`config.mk`:
```
export PLATFORM = sky130hd
export DESIGN_NAME = bts_addr
export DESIGN_NICKNAME = d
export VERILOG_FILES = /design/src/bts_pkg.sv /design/src/bts_addr.sv
export SDC_FILE = /design/constraint.sdc
export NUM_CORES = 1
export LEC_CHECK = 0
export ABC_AREA = 0
export BUFFER_PORTS_ARGS = -buffer_cell sky130_fd_sc_hd__buf_4
export CAP_MARGIN = 0
export CORE_ASPECT_RATIO = 1.2
export CORE_MARGIN = 3
export CORE_UTILIZATION = 40
export CTS_BUF_LIST = sky130_fd_sc_hd__clkbuf_8
export DETAILED_ROUTE_END_ITERATION = 12
export MAX_ROUTING_LAYER = met4
export SETUP_SLACK_MARGIN = 0.2
export SLEW_MARGIN = 20
export SYNTH_ARGS = -nofsm -noshare
export SYNTH_HDL_FRONTEND = slang
export SYNTH_SLANG_ARGS = --single-unit
```
`constraint.sdc`:
```
create_clock -name clk -period 6.68 [get_ports clk]
set_clock_uncertainty 0.1 [all_clocks]
set_input_delay 2.004 -clock clk [delete_from_list [all_inputs] [get_ports clk]]
set_output_delay 2.004 -clock clk [all_outputs]
set_load 0.005 [all_outputs]
```
`src/bts_pkg.sv`:
```
// ----------------------------------------------------------------------------
// bts_pkg: shared types and constants of the bilinear texture sampler
// Texture size limits, derived widths and the pipeline control word.
// ----------------------------------------------------------------------------
package bts_pkg;

    localparam int MAX_WIDTH  = 256;
    localparam int MAX_HEIGHT = 256;
    localparam int XW         = $clog2(MAX_WIDTH);
    localparam int YW         = $clog2(MAX_HEIGHT);
    localparam int AW         = XW + YW;
    localparam int DEPTH      = MAX_WIDTH * MAX_HEIGHT;
    localparam int ONE_FIX    = 65536;

    // Unsigned 1.16 coordinate after clamping.
    typedef logic [16:0] coord_t;
    typedef logic [AW-1:0] addr_t;
    typedef logic [23:0] texel_t;

    // Control word that travels with every stage.
    typedef struct packed {
        logic valid;
        logic sample;
    } ctl_t;

    // Clamp a signed 2.16 coordinate to 0..1.0.
    function automatic coord_t clamp_coord(input logic [17:0] raw);
        coord_t res;
        if (raw[17])
        begin
            res = '0;
        end
        else if (raw[16:0] > 17'(ONE_FIX))
        begin
            res = 17'(ONE_FIX);
        end
        else
        begin
            res = raw[16:0];
        end
        return res;
    endfunction

endpackage

```
`src/bts_addr.sv`:
```
// ----------------------------------------------------------------------------
// bts_addr: coordinate and address pipeline
// Clamps coordinates and sizes, scales by size-1 and forms four texel
// addresses with their blend weights over three register stages.
// ----------------------------------------------------------------------------
module bts_addr (
    input  logic                 clk,
    input  logic                 rst_n,
    input  logic                 en,
    input  bts_pkg::ctl_t        in_ctl,
    input  logic [15:0]          load_address,
    input  bts_pkg::texel_t      load_texel,
    input  logic [17:0]          coord_u,
    input  logic [17:0]          coord_v,
    input  logic [8:0]           tex_width,
    input  logic [8:0]           tex_height,
    output bts_pkg::ctl_t        out_ctl,
    output logic [15:0]          out_load_address,
    output bts_pkg::texel_t      out_load_texel,
    output bts_pkg::addr_t       a00,
    output bts_pkg::addr_t       a10,
    output bts_pkg::addr_t       a01,
    output bts_pkg::addr_t       a11,
    output logic [15:0]          fx,
    output logic [15:0]          fy
);

    localparam int XW = bts_pkg::XW;
    localparam int YW = bts_pkg::YW;
    localparam int AW = bts_pkg::AW;

    bts_pkg::ctl_t   ctl1_reg, ctl2_reg, ctl3_reg;
    logic [15:0]     la1_reg, la2_reg, la3_reg;
    bts_pkg::texel_t lt1_reg, lt2_reg, lt3_reg;
    bts_pkg::coord_t uc_reg, vc_reg;
    logic [XW:0]     wc_reg, wc2_reg;
    logic [XW-1:0]   wm1_reg;
    logic [YW-1:0]   hm1_reg;
    logic [16+XW:0]  tx_reg;
    logic [16+YW:0]  ty_reg;
    bts_pkg::addr_t  a00_reg, a10_reg, a01_reg, a11_reg;
    logic [15:0]     fx_reg, fy_reg;

    logic [XW:0]     wc_next;
    logic [YW:0]     hc_next;
    logic [XW-1:0]   x0, x1;
    logic [YW-1:0]   y0, y1;
    logic [15:0]     fx_next, fy_next;
    logic [AW+XW:0]  row0, row1;

    always_comb
    begin
        if (tex_width == 9'd0)
            wc_next = (XW+1)'(1);
        else if (32'(tex_width) > bts_pkg::MAX_WIDTH)
            wc_next = (XW+1)'(bts_pkg::MAX_WIDTH);
        else
            wc_next = (XW+1)'(tex_width);
        if (tex_height == 9'd0)
            hc_next = (YW+1)'(1);
        else if (32'(tex_height) > bts_pkg::MAX_HEIGHT)
            hc_next = (YW+1)'(bts_pkg::MAX_HEIGHT);
        else
            hc_next = (YW+1)'(tex_height);
    end

    always_comb
    begin
        fx_next = tx_reg[15:0];
        fy_next = ty_reg[15:0];
        x0      = tx_reg[16 +: XW];
        y0      = ty_reg[16 +: YW];
        x1      = x0 + XW'(fx_next != 16'd0);
        y1      = y0 + YW'(fy_next != 16'd0);
        row0    = (AW+XW+1)'(y0 * wc2_reg);
        row1    = (AW+XW+1)'(y1 * wc2_reg);
    end

    always_ff @(posedge clk or negedge rst_n)
    begin
        if (!rst_n)
        begin
            ctl1_reg <= '0;
            ctl2_reg <= '0;
            ctl3_reg <= '0;
        end
        else if (en)
        begin
            ctl1_reg <= in_ctl;
            ctl2_reg <= ctl1_reg;
            ctl3_reg <= ctl2_reg;
        end
    end

    always_ff @(posedge clk)
    begin
        if (en)
        begin
            // Stage 1: clamp.
            la1_reg <= load_address;
            lt1_reg <= load_texel;
            uc_reg  <= bts_pkg::clamp_coord(coord_u);
            vc_reg  <= bts_pkg::clamp_coord(coord_v);
            wc_reg  <= wc_next;
            wm1_reg <= XW'(wc_next - (XW+1)'(1));
            hm1_reg <= YW'(hc_next - (YW+1)'(1));
            // Stage 2: scale to texel space.
            la2_reg <= la1_reg;
            lt2_reg <= lt1_reg;
            tx_reg  <= (17+XW)'(uc_reg * wm1_reg);
            ty_reg  <= (17+YW)'(vc_reg * hm1_reg);
            wc2_reg <= wc_reg;
            // Stage 3: flat addresses and weights.
            la3_reg <= la2_reg;
            lt3_reg <= lt2_reg;
            a00_reg <= AW'(row0 + (AW+XW+1)'(x0));
            a10_reg <= AW'(row0 + (AW+XW+1)'(x1));
            a01_reg <= AW'(row1 + (AW+XW+1)'(x0));
            a11_reg <= AW'(row1 + (AW+XW+1)'(x1));
            fx_reg  <= fx_next;
            fy_reg  <= fy_next;
        end
    end

    assign out_ctl          = ctl3_reg;
    assign out_load_address = la3_reg;
    assign out_load_texel   = lt3_reg;
    assign a00              = a00_reg;
    assign a10              = a10_reg;
    assign a01              = a01_reg;
    assign a11              = a11_reg;
    assign fx               = fx_reg;
    assign fy               = fy_reg;

endmodule

```
# ---- After elaboration in Yosys (flattened, before gate mapping)
# Index checks and enable logic that the tools add are counted.
dict set report totals {
  inputBits 99
  out_inout_bits 138
  register_bits 338
  word_cells 56
}
dict set report op_classes {
  n_reduce_logical 6
  addsub 8
  muxes 6
  n_mul 4
  n_lt_le_gt_ge 4
}
# cell count
set ops {}
lappend ops {{$add 16x8->16} 4}
lappend ops {{$mul 17x8->24} 2}
lappend ops {{$gt 17x17->1 const B} 2}
lappend ops {{$mux 17} 2}
lappend ops {{$mul 8x9->16} 2}
lappend ops {{$reduce_bool 16->1} 2}
lappend ops {{$gt 9x9->1 const B} 2}
lappend ops {{$logic_not 9->1} 2}
lappend ops {{$mux 9} 2}
lappend ops {{$add 8x1->8} 2}
lappend ops {{$mux 8} 2}
lappend ops {{$sub 8x1->8 const B} 2}
lappend ops {{$reduce_or 2->1} 2}

# ---- Longest topological paths before layout
# Gate-level depths: netlist of run 1.
dict set report depth {
  word_depth 4
  mapped_depth 25
  ltp_nobuf 25
}

# ---- Worst setup path before layout of run 1
# No wires, ideal clock.
dict set report synth_path {
  kind {register to register}
  start {reg ty_reg[2]}
  end {reg a01_reg[15], in the netlist a01[15], data pin}
  setup_slack_ns 0.560
  path_buffers 0
  required_ns 6.316
  setup_time_ns 0.264
  arrival_ns 5.756
  stages_incl_launch_ff 26
  synth_period_minus_slack_ns 6.120
  cell_sequence {edfxtp_1 -> nor4_1 -> nand4_1 -> ha_1 -> ha_1 -> nand3_1 -> nor2_1 -> xor2_1 -> and2_1 -> fa_1 -> inv_1 -> fa_1 -> inv_1 -> fa_1 -> inv_1 -> fa_1 -> inv_1 -> ha_1 -> a21o_1 -> nor3_1 -> a211oi_1 -> o311ai_1 -> o211ai_1 -> or3b_1 -> nor2_1 -> xnor2_1}
}
dict set report synth_via {
  elab_chain_cells 4
}
# item line
set synth_lines {}
lappend synth_lines {{from (decl)} bts_addr.sv:40} ;# logic [16+YW:0] ty_reg;
lappend synth_lines {{from (signal assigned)} bts_addr.sv:111} ;# ty_reg <= (17+YW)'(vc_reg * hm1_reg);
lappend synth_lines {{$reduce_bool 16->1} bts_addr.sv:74} ;# y1 = y0 + YW'(fy_next != 16'd0);
lappend synth_lines {{$add 8x1->8} bts_addr.sv:74}
lappend synth_lines {{$mul 8x9->16} bts_addr.sv:76} ;# row1 = (AW+XW+1)'(y1 * wc2_reg);
lappend synth_lines {{$add 16x8->16} bts_addr.sv:118} ;# a01_reg <= AW'(row1 + (AW+XW+1)'(x0));
lappend synth_lines {{to (signal assigned)} bts_addr.sv:118}
lappend synth_lines {{to (decl)} bts_addr.sv:41} ;# bts_pkg::addr_t a00_reg, a10_reg, a01_reg, a11_reg;
# No other way between the ends.
# A chain may end at the register's enable or synchronous reset.

# ---- Final worst setup path of run 1
dict set report layout_path {
  start {reg ty_reg[1]}
  end {reg a01_reg[15], in the netlist a01[15], data pin}
}
# Same word-level chain as after synthesis.

==> results.md, run 1 <==
- Status: finished clean
- Global placement routability congestion: roughly 0.85
- RSZ-0062 raised after global routing: yes
- Initial core utilization: 0.407
- Fillers: 5617
- Die width: ~240 um
- Largest net degree at the start of global routing: 102
- Pre-antenna DRT Iters: 5
- Commonest non-fill, non-tap cell in the layout: edfxtp_1
- CP max stage cell: fa_1
- Fin Hold WS: about 0.3 ns
- Hold Crit Class: flop to flop
- Yosys top cell area share: 0.392
- Most Frequent Cell on Critical Path: fa_1
- Syn Area/Cell: 11.6 um^2
- Area Growth Syn to Fin: 16.9%
- Reg clk slew, reported paths: 0.06 ns
- Crit-path cells: nor4_4, nand4_1, ha_2, ha_4, nand3_4, nor2_4, xor2_4, and2_1, fa_1, fa_1, fa_1, inv_1, fa_1, inv_1, ha_1, or2_1, a31oi_4, a21o_1, buf_4, nand4b_1, a32o_2, or3b_4, nor2_4, xnor2_1
- WL final: roughly 53 mm
- First-pass GRT wire length: 86.6 mm
- Dominant cell type by area after synthesis: edfxtp_1
- Reg2reg setup slack: ~0.33 ns
- Final-report hold violation count: 0
- Critical Path Max Stage Delay: approximately 0.56 ns
- GRT Total Usage: 0.163
- Final ANT Viol Nets: 0
- Cts bufs inserted: 55
- WP depth: 24
- H-tree levels: 2
- # DRC: 0
- CTS tree: yes
- Synth warnings: 0
- I/O Buffers: between 200 and 250
- Critical-path maximum fanout: 5
- Design Area, Final: about 30000 um^2
- Core area: about 62000 um^2
- Vert. Die Dim: roughly 280 um
- R2R depth: 24
- Synth Cell Area: around 25000 um^2
- Max-cap violations: 0
- CP top delay family: adder cells
- Final worst setup slack: about 0.33 ns
- CP Launch Type: flop
- Period minus WS final: 6.35 ns
- Post-Synthesis Cells: approximately 2200
- Initial antenna violation count: 1
- Post-Place Cells: approximately 3200
- Via count: 16200
- Post-synthesis register bit count: 338
- Final Max Tran Viols: 0
- # IOs: 237
- Critical path arrival: roughly 6.7 ns
- Place WS: -0.0833 ns
- Seq/Total Area, Yosys: 0.398
- Row Count: 100
- RR Startpoint: ty_reg[1]
- CTS Sinks: about 340
- Least-Margin Pin Slew: 0.875 ns
- Area post-placement: roughly 28000 um^2
- Final Net Count: a little over 3000
- Root cell of the clock tree: clkbuf_8
- Buf/Inv on CP: 3
- DR vias/cell: 4.84
- CP required: between 6 and 7 ns
- Hold buffers post-CTS: 0
- Top_reg_cell synth: edfxtp_1
- Vias in the first global route: 17200
- Wire per inst: approximately 16 um
- Dpl hpwl: about 42 mm
- Fmax: 157 MHz
- Most frequent cells in the layout: edfxtp_1 (332), inv_1 (310), buf_4 (267)
- Worst setup path end: a01[15]
- Area contributors post-synth: edfxtp_1 (39%), fa_1 (21%), ha_1 (9.6%)
- Post-synth cell types: 62
- Total gr overflow: 0
- Worst R2R End: a01[15]
- Min-delay src: wc_reg[1]
- Layout cells sized above 1: 0.160
- Cell Count, Final, Fillers Out: between 3000 and 4000
- Crit. Startpoint: ty_reg[1]
- Final Cycle Share: 0.951
- Rel. slew slack: 0.417
- Post-synth ARST share: 0.0178
- Final setup vio count: 0
- Post-synth EDFFs: approximately 330
- Post-synth net total: about 2800
- Initial DRC count: slightly above 600
- Clk_lat worst skew: approximately 0.66 ns
- CTS Buffer Depth: 3
- Critical path class: flop to flop
- Die area: approximately 67000 um^2
- Worst setup EP type: flop
timing repair:
action | in CTS | in global routing
buffers inserted | 3 | 7
setup endpoints to repair | 8 | 10
pin swaps | 7 | 24
gates resized for setup | 12 | 45
cloned | 0 | 0
final cells by class:
class	count	area [um^2]	share of cell area
Inverter	305	1140	0.0385
Sequential cell	338	10100	0.341
Clock inverter	43	290	0.00977
Clock buffer	55	757	0.0255
Antenna cell	1	2.50	0.0000842
Timing Repair Buffer	270	2060	0.0693
Tap cell	816	1020	0.0344
Multi-Input combinational cell	1512	14300	0.482
Yosys cell counts, types with 16 or more instances:
cell type / instances
fa_1: 264
o21ai_0: 46
nor2_1: 61
a21o_1: 35
nor2b_1: 30
and2_1: 261
a21oi_1: 58
clkbuf_1: 40
edfxtp_1: 332
xnor2_1: 98
nand3_1: 16
nor3_1: 17
inv_1: 304
nand2b_1: 20
nor4_1: 20
xor2_1: 41
a211oi_1: 16
ha_1: 194
nand2_1: 229
worst min path at each step:
stage	to	slack [ns]	cells past startpoint
after detailed placement	lt2_reg[11]	0.30	0
after global placement	lt2_reg[8]	0.30	0
after floorplan	la2_reg[0]	0.30	0
final	wc2_reg[1]	0.31	0
after global routing	lt2_reg[17]	0.32	0
after CTS	lt2_reg[3]	0.32	0
through the flow:
step | utilization | setup TNS, ns
6_report | 0.476 | 0
5_1_grt | 0.476 | 0
4_1_cts | 0.471 | 0
3_5_place_dp | 0.453 | -0.197
3_3_place_gp | 0.453 | 0
2_1_floorplan | - | 0
cell families (layout without fill, tap and decap cells):
| group | after synthesis | count (layout) | synth area share |
|---|---|---|---|
| flip-flops | 338 | 338 | 0.398 |
| AO/OA/AOI/OAI | 224 | 224 | 0.0577 |
| multiplexers | 6 | 6 | 0.00266 |
| AND/OR/NAND/NOR | 685 | 685 | 0.139 |
| buffers and inverters | 345 | 673 | 0.0510 |
| adder cells (fa/ha/maj) | 458 | 458 | 0.303 |
| other | 0 | 1 | 0 |
| XOR/XNOR | 139 | 139 | 0.0479 |
layer usage:
metal / up-vias / wire length (um) / GRT usage
met2: 289 / 27800 / 0.287
met4: 0 / 1270 / 0.0482
met1: 7945 / 22500 / 0.195
met3: 84 / 1940 / 0.0244
met5: - / 0 / -
li1: 7832 / - / -
Power of run 1 is left out: the tool's default activity adds up to more than one toggle a clock period on the data nets, which glitch-free logic cannot reach.
==> run 2, diff against run 1 <==
Settings changed: CORE_UTILIZATION 40 to 50, PLACE_DENSITY set to 0.69.
==> run 2 against run 1 <==
Compared with the run above:
- utilization is 11 points higher
- critical endpoint unchanged
- clock-buffer cell count shrank 3
- first-iteration DRC count grew 36%
- highest routed layer unchanged
- critical path depth rose by 2
- flip-flop and latch count unchanged
- sequential share of layout area rose by 0.58 points
- critical path type unchanged
- global-route usage increased by 3.9 points
- via count increased by 1.1%
- non-clock buffer count fell by 16
- register-to-register slack lost 0.03 ns
- die area shrank 20%
- routed wire length is 2.9% lower
==> results.md, run 2 (synthesis results as in run 1) <==
- Die area: 53600 um^2 (was 66600 um^2)
- Layout cells sized above 1: 0.148 (was 0.160)
- Crit. Startpoint: ty_reg[1] (unchanged)
- R2R depth: 26 (was 24)
- Worst R2R End: a01[15] (unchanged)
- RR Startpoint: ty_reg[1] (unchanged)
- Initial core utilization: 0.512 (was 0.407)
- First-pass GRT wire length: 85.4 mm (was 86.6 mm)
- Initial antenna violation count: 1 (unchanged)
- Status: finished clean (unchanged)
- M1 GR Usage: 0.242 (was 0.195)
- I/O Buffers: 236 (unchanged)
- Met3 GRT Util: 0.0273 (was 0.0244)
- Final Net Count: 3020 (was 3039)
- Reg2reg setup slack: 0.29 ns (was 0.33 ns)
- Final Cycle Share: 0.956 (was 0.951)
- Hold Crit Class: flop to flop (unchanged)
- CP required: 6.92 ns (was 6.98 ns)
- Critical path class: flop to flop (unchanged)
- Final setup vio count: 0 (unchanged)
- Dpl hpwl: 40.5 mm (was 41.7 mm)
- Clk_lat worst skew: 0.62 ns (was 0.66 ns)
- Final ANT Viol Nets: 0 (unchanged)
- Commonest non-fill, non-tap cell in the layout: edfxtp_1 (unchanged)
- Wire per inst: 16.5 um (was 16.0 um)
- RSZ-0062 raised after global routing: yes (unchanged)
- DR vias/cell: 5.21 (was 4.84)
- Least-Margin Pin Slew: 1.00 ns (was 0.875 ns)
- CP Launch Type: flop (unchanged)
- Most frequent cells in the layout: edfxtp_1 (332), inv_1 (314), fa_1 (264) (was edfxtp_1 (332), inv_1 (310), buf_4 (267))
- Worst setup EP type: flop (unchanged)
- Period minus WS final: 6.39 ns (was 6.35 ns)
- Critical path arrival: 6.62 ns (was 6.65 ns)
- WL final: 51.9 mm (was 53.4 mm)
- Largest net degree at the start of global routing: 137 (was 102)
- Met2 usage: 0.353 (was 0.287)
- Global placement routability congestion: 0.853 (was 0.854)
- Hold buffers post-CTS: 0 (unchanged)
- Max-cap violations: 0 (unchanged)
- Busiest grt layer: met2 (unchanged)
- Vias in the first global route: 17600 (was 17200)
- Cts bufs inserted: 52 (was 55)
- Critical-path maximum fanout: 6 (was 5)
- Die width: 212 um (was 236 um)
- Final Max Tran Viols: 0 (unchanged)
- CTS tree: yes (unchanged)
- CTS Buffer Depth: 3 (unchanged)
- Root cell of the clock tree: clkbuf_8 (unchanged)
- Fin Hold WS: 0.310 ns (was 0.307 ns)
- H-tree levels: 2 (unchanged)
- Pre-antenna DRT Iters: 5 (unchanged)
- GRT Total Usage: 0.202 (was 0.163)
- Total gr overflow: 0 (unchanged)
- # IOs: 237 (unchanged)
- Final-report hold violation count: 0 (unchanged)
- Min-delay src: wc_reg[1] (unchanged)
- Area Growth Syn to Fin: 15.0% (was 16.9%)
- Row Count: 89 (was 100)
- CTS Sinks: 338 (unchanged)
- Vert. Die Dim: 253 um (was 282 um)
- Initial DRC count: 850 (was 623)
- Via count: 16300 (was 16200)
- Worst setup path end: a01[15] (unchanged)
- Reg clk slew, reported paths: 0.06 ns (about the same)
- Core area: 49700 um^2 (was 62400 um^2)
- Rel. slew slack: 0.331 (was 0.417)
- # DRC: 0 (unchanged)
- Fmax: 157 MHz (about the same)
run 2: cell count changes in the layout (fill, tap and decap cells not counted), sizes merged:
cell / before / now
bufinv: 2 / 3
clkbuf: 55 / 52
inv: 316 / 315
buf: 270 / 254
clkinv: 27 / 23
clkinvlp: 3 / 1
run 2: area by class of cell:
cell class	instances	area [um^2]
well taps	637	797
multi-input cells	1512	14300
clock inverters	37	240
inverters	305	1140
diodes	1	2.50
fillers	4103	20400
flip-flops and latches	338	10100
clock buffers	52	716
repair buffers	254	1930
run 2: timing repair:
| item | CTS | global route |
|---|---|---|
| setup buffers | 0 | 2 |
| setup endpoints to repair | 9 | 11 |
| resized for setup | 14 | 32 |
| cloned | 0 | 0 |
| pin swaps | 2 | 11 |
| endpoints found under the hold margin | 0 | 0 |
run 2: worst max-delay path, cell delays in order, from the launching register on:
cell      delay, ns
edfxtp_1       0.43
nor4_4         0.35
nand4_1        0.20
ha_2           0.25
ha_4           0.19
nand3_4        0.11
nor2_4         0.07
xor2_4         0.17
and2_4         0.19
fa_1           0.50
inv_1          0.05
fa_1           0.47
inv_1          0.05
fa_1           0.47
inv_1          0.05
fa_1           0.47
inv_1          0.06
ha_4           0.27
a21o_4         0.15
nor3_4         0.05
buf_4          0.14
a21o_1         0.18
or3_1          0.30
a32o_2         0.28
or3b_4         0.41
nor2_4         0.10
xnor2_1        0.06
run 2: through the flow:
stage	TNS, ns	utilization	cell area, um^2	setup slack (ns)	instances
after global routing	0	0.588	29200	0.0226	3136
final	0	0.588	29200	0.295	3136
after global placement	0	0.563	28000	0.0818	3044
after floorplan	0	-	25400	0.560	2195
after CTS	0	0.584	29000	0.206	3133
after detailed placement	-0.233	0.563	28000	-0.0947	3044
run 2: worst min-delay path by stage:
stage	endpoint	slack (ns)	cells past startpoint
finish	wc2_reg[1]	0.31	0
global route	lt2_reg[9]	0.32	0
CTS	la2_reg[3]	0.31	0
detailed placement	la2_reg[10]	0.30	0
global placement	out_load_address[5]	0.30	0
floorplan	la2_reg[0]	0.30	0
run 2: layer usage:
metal  up-vias  wire length, um
li1       7791                -
met1      8060            21500
met2       364            26600
met4         0             1680
met5         -                0
met3       118             2050
Power of run 2 is left out for the same reason.
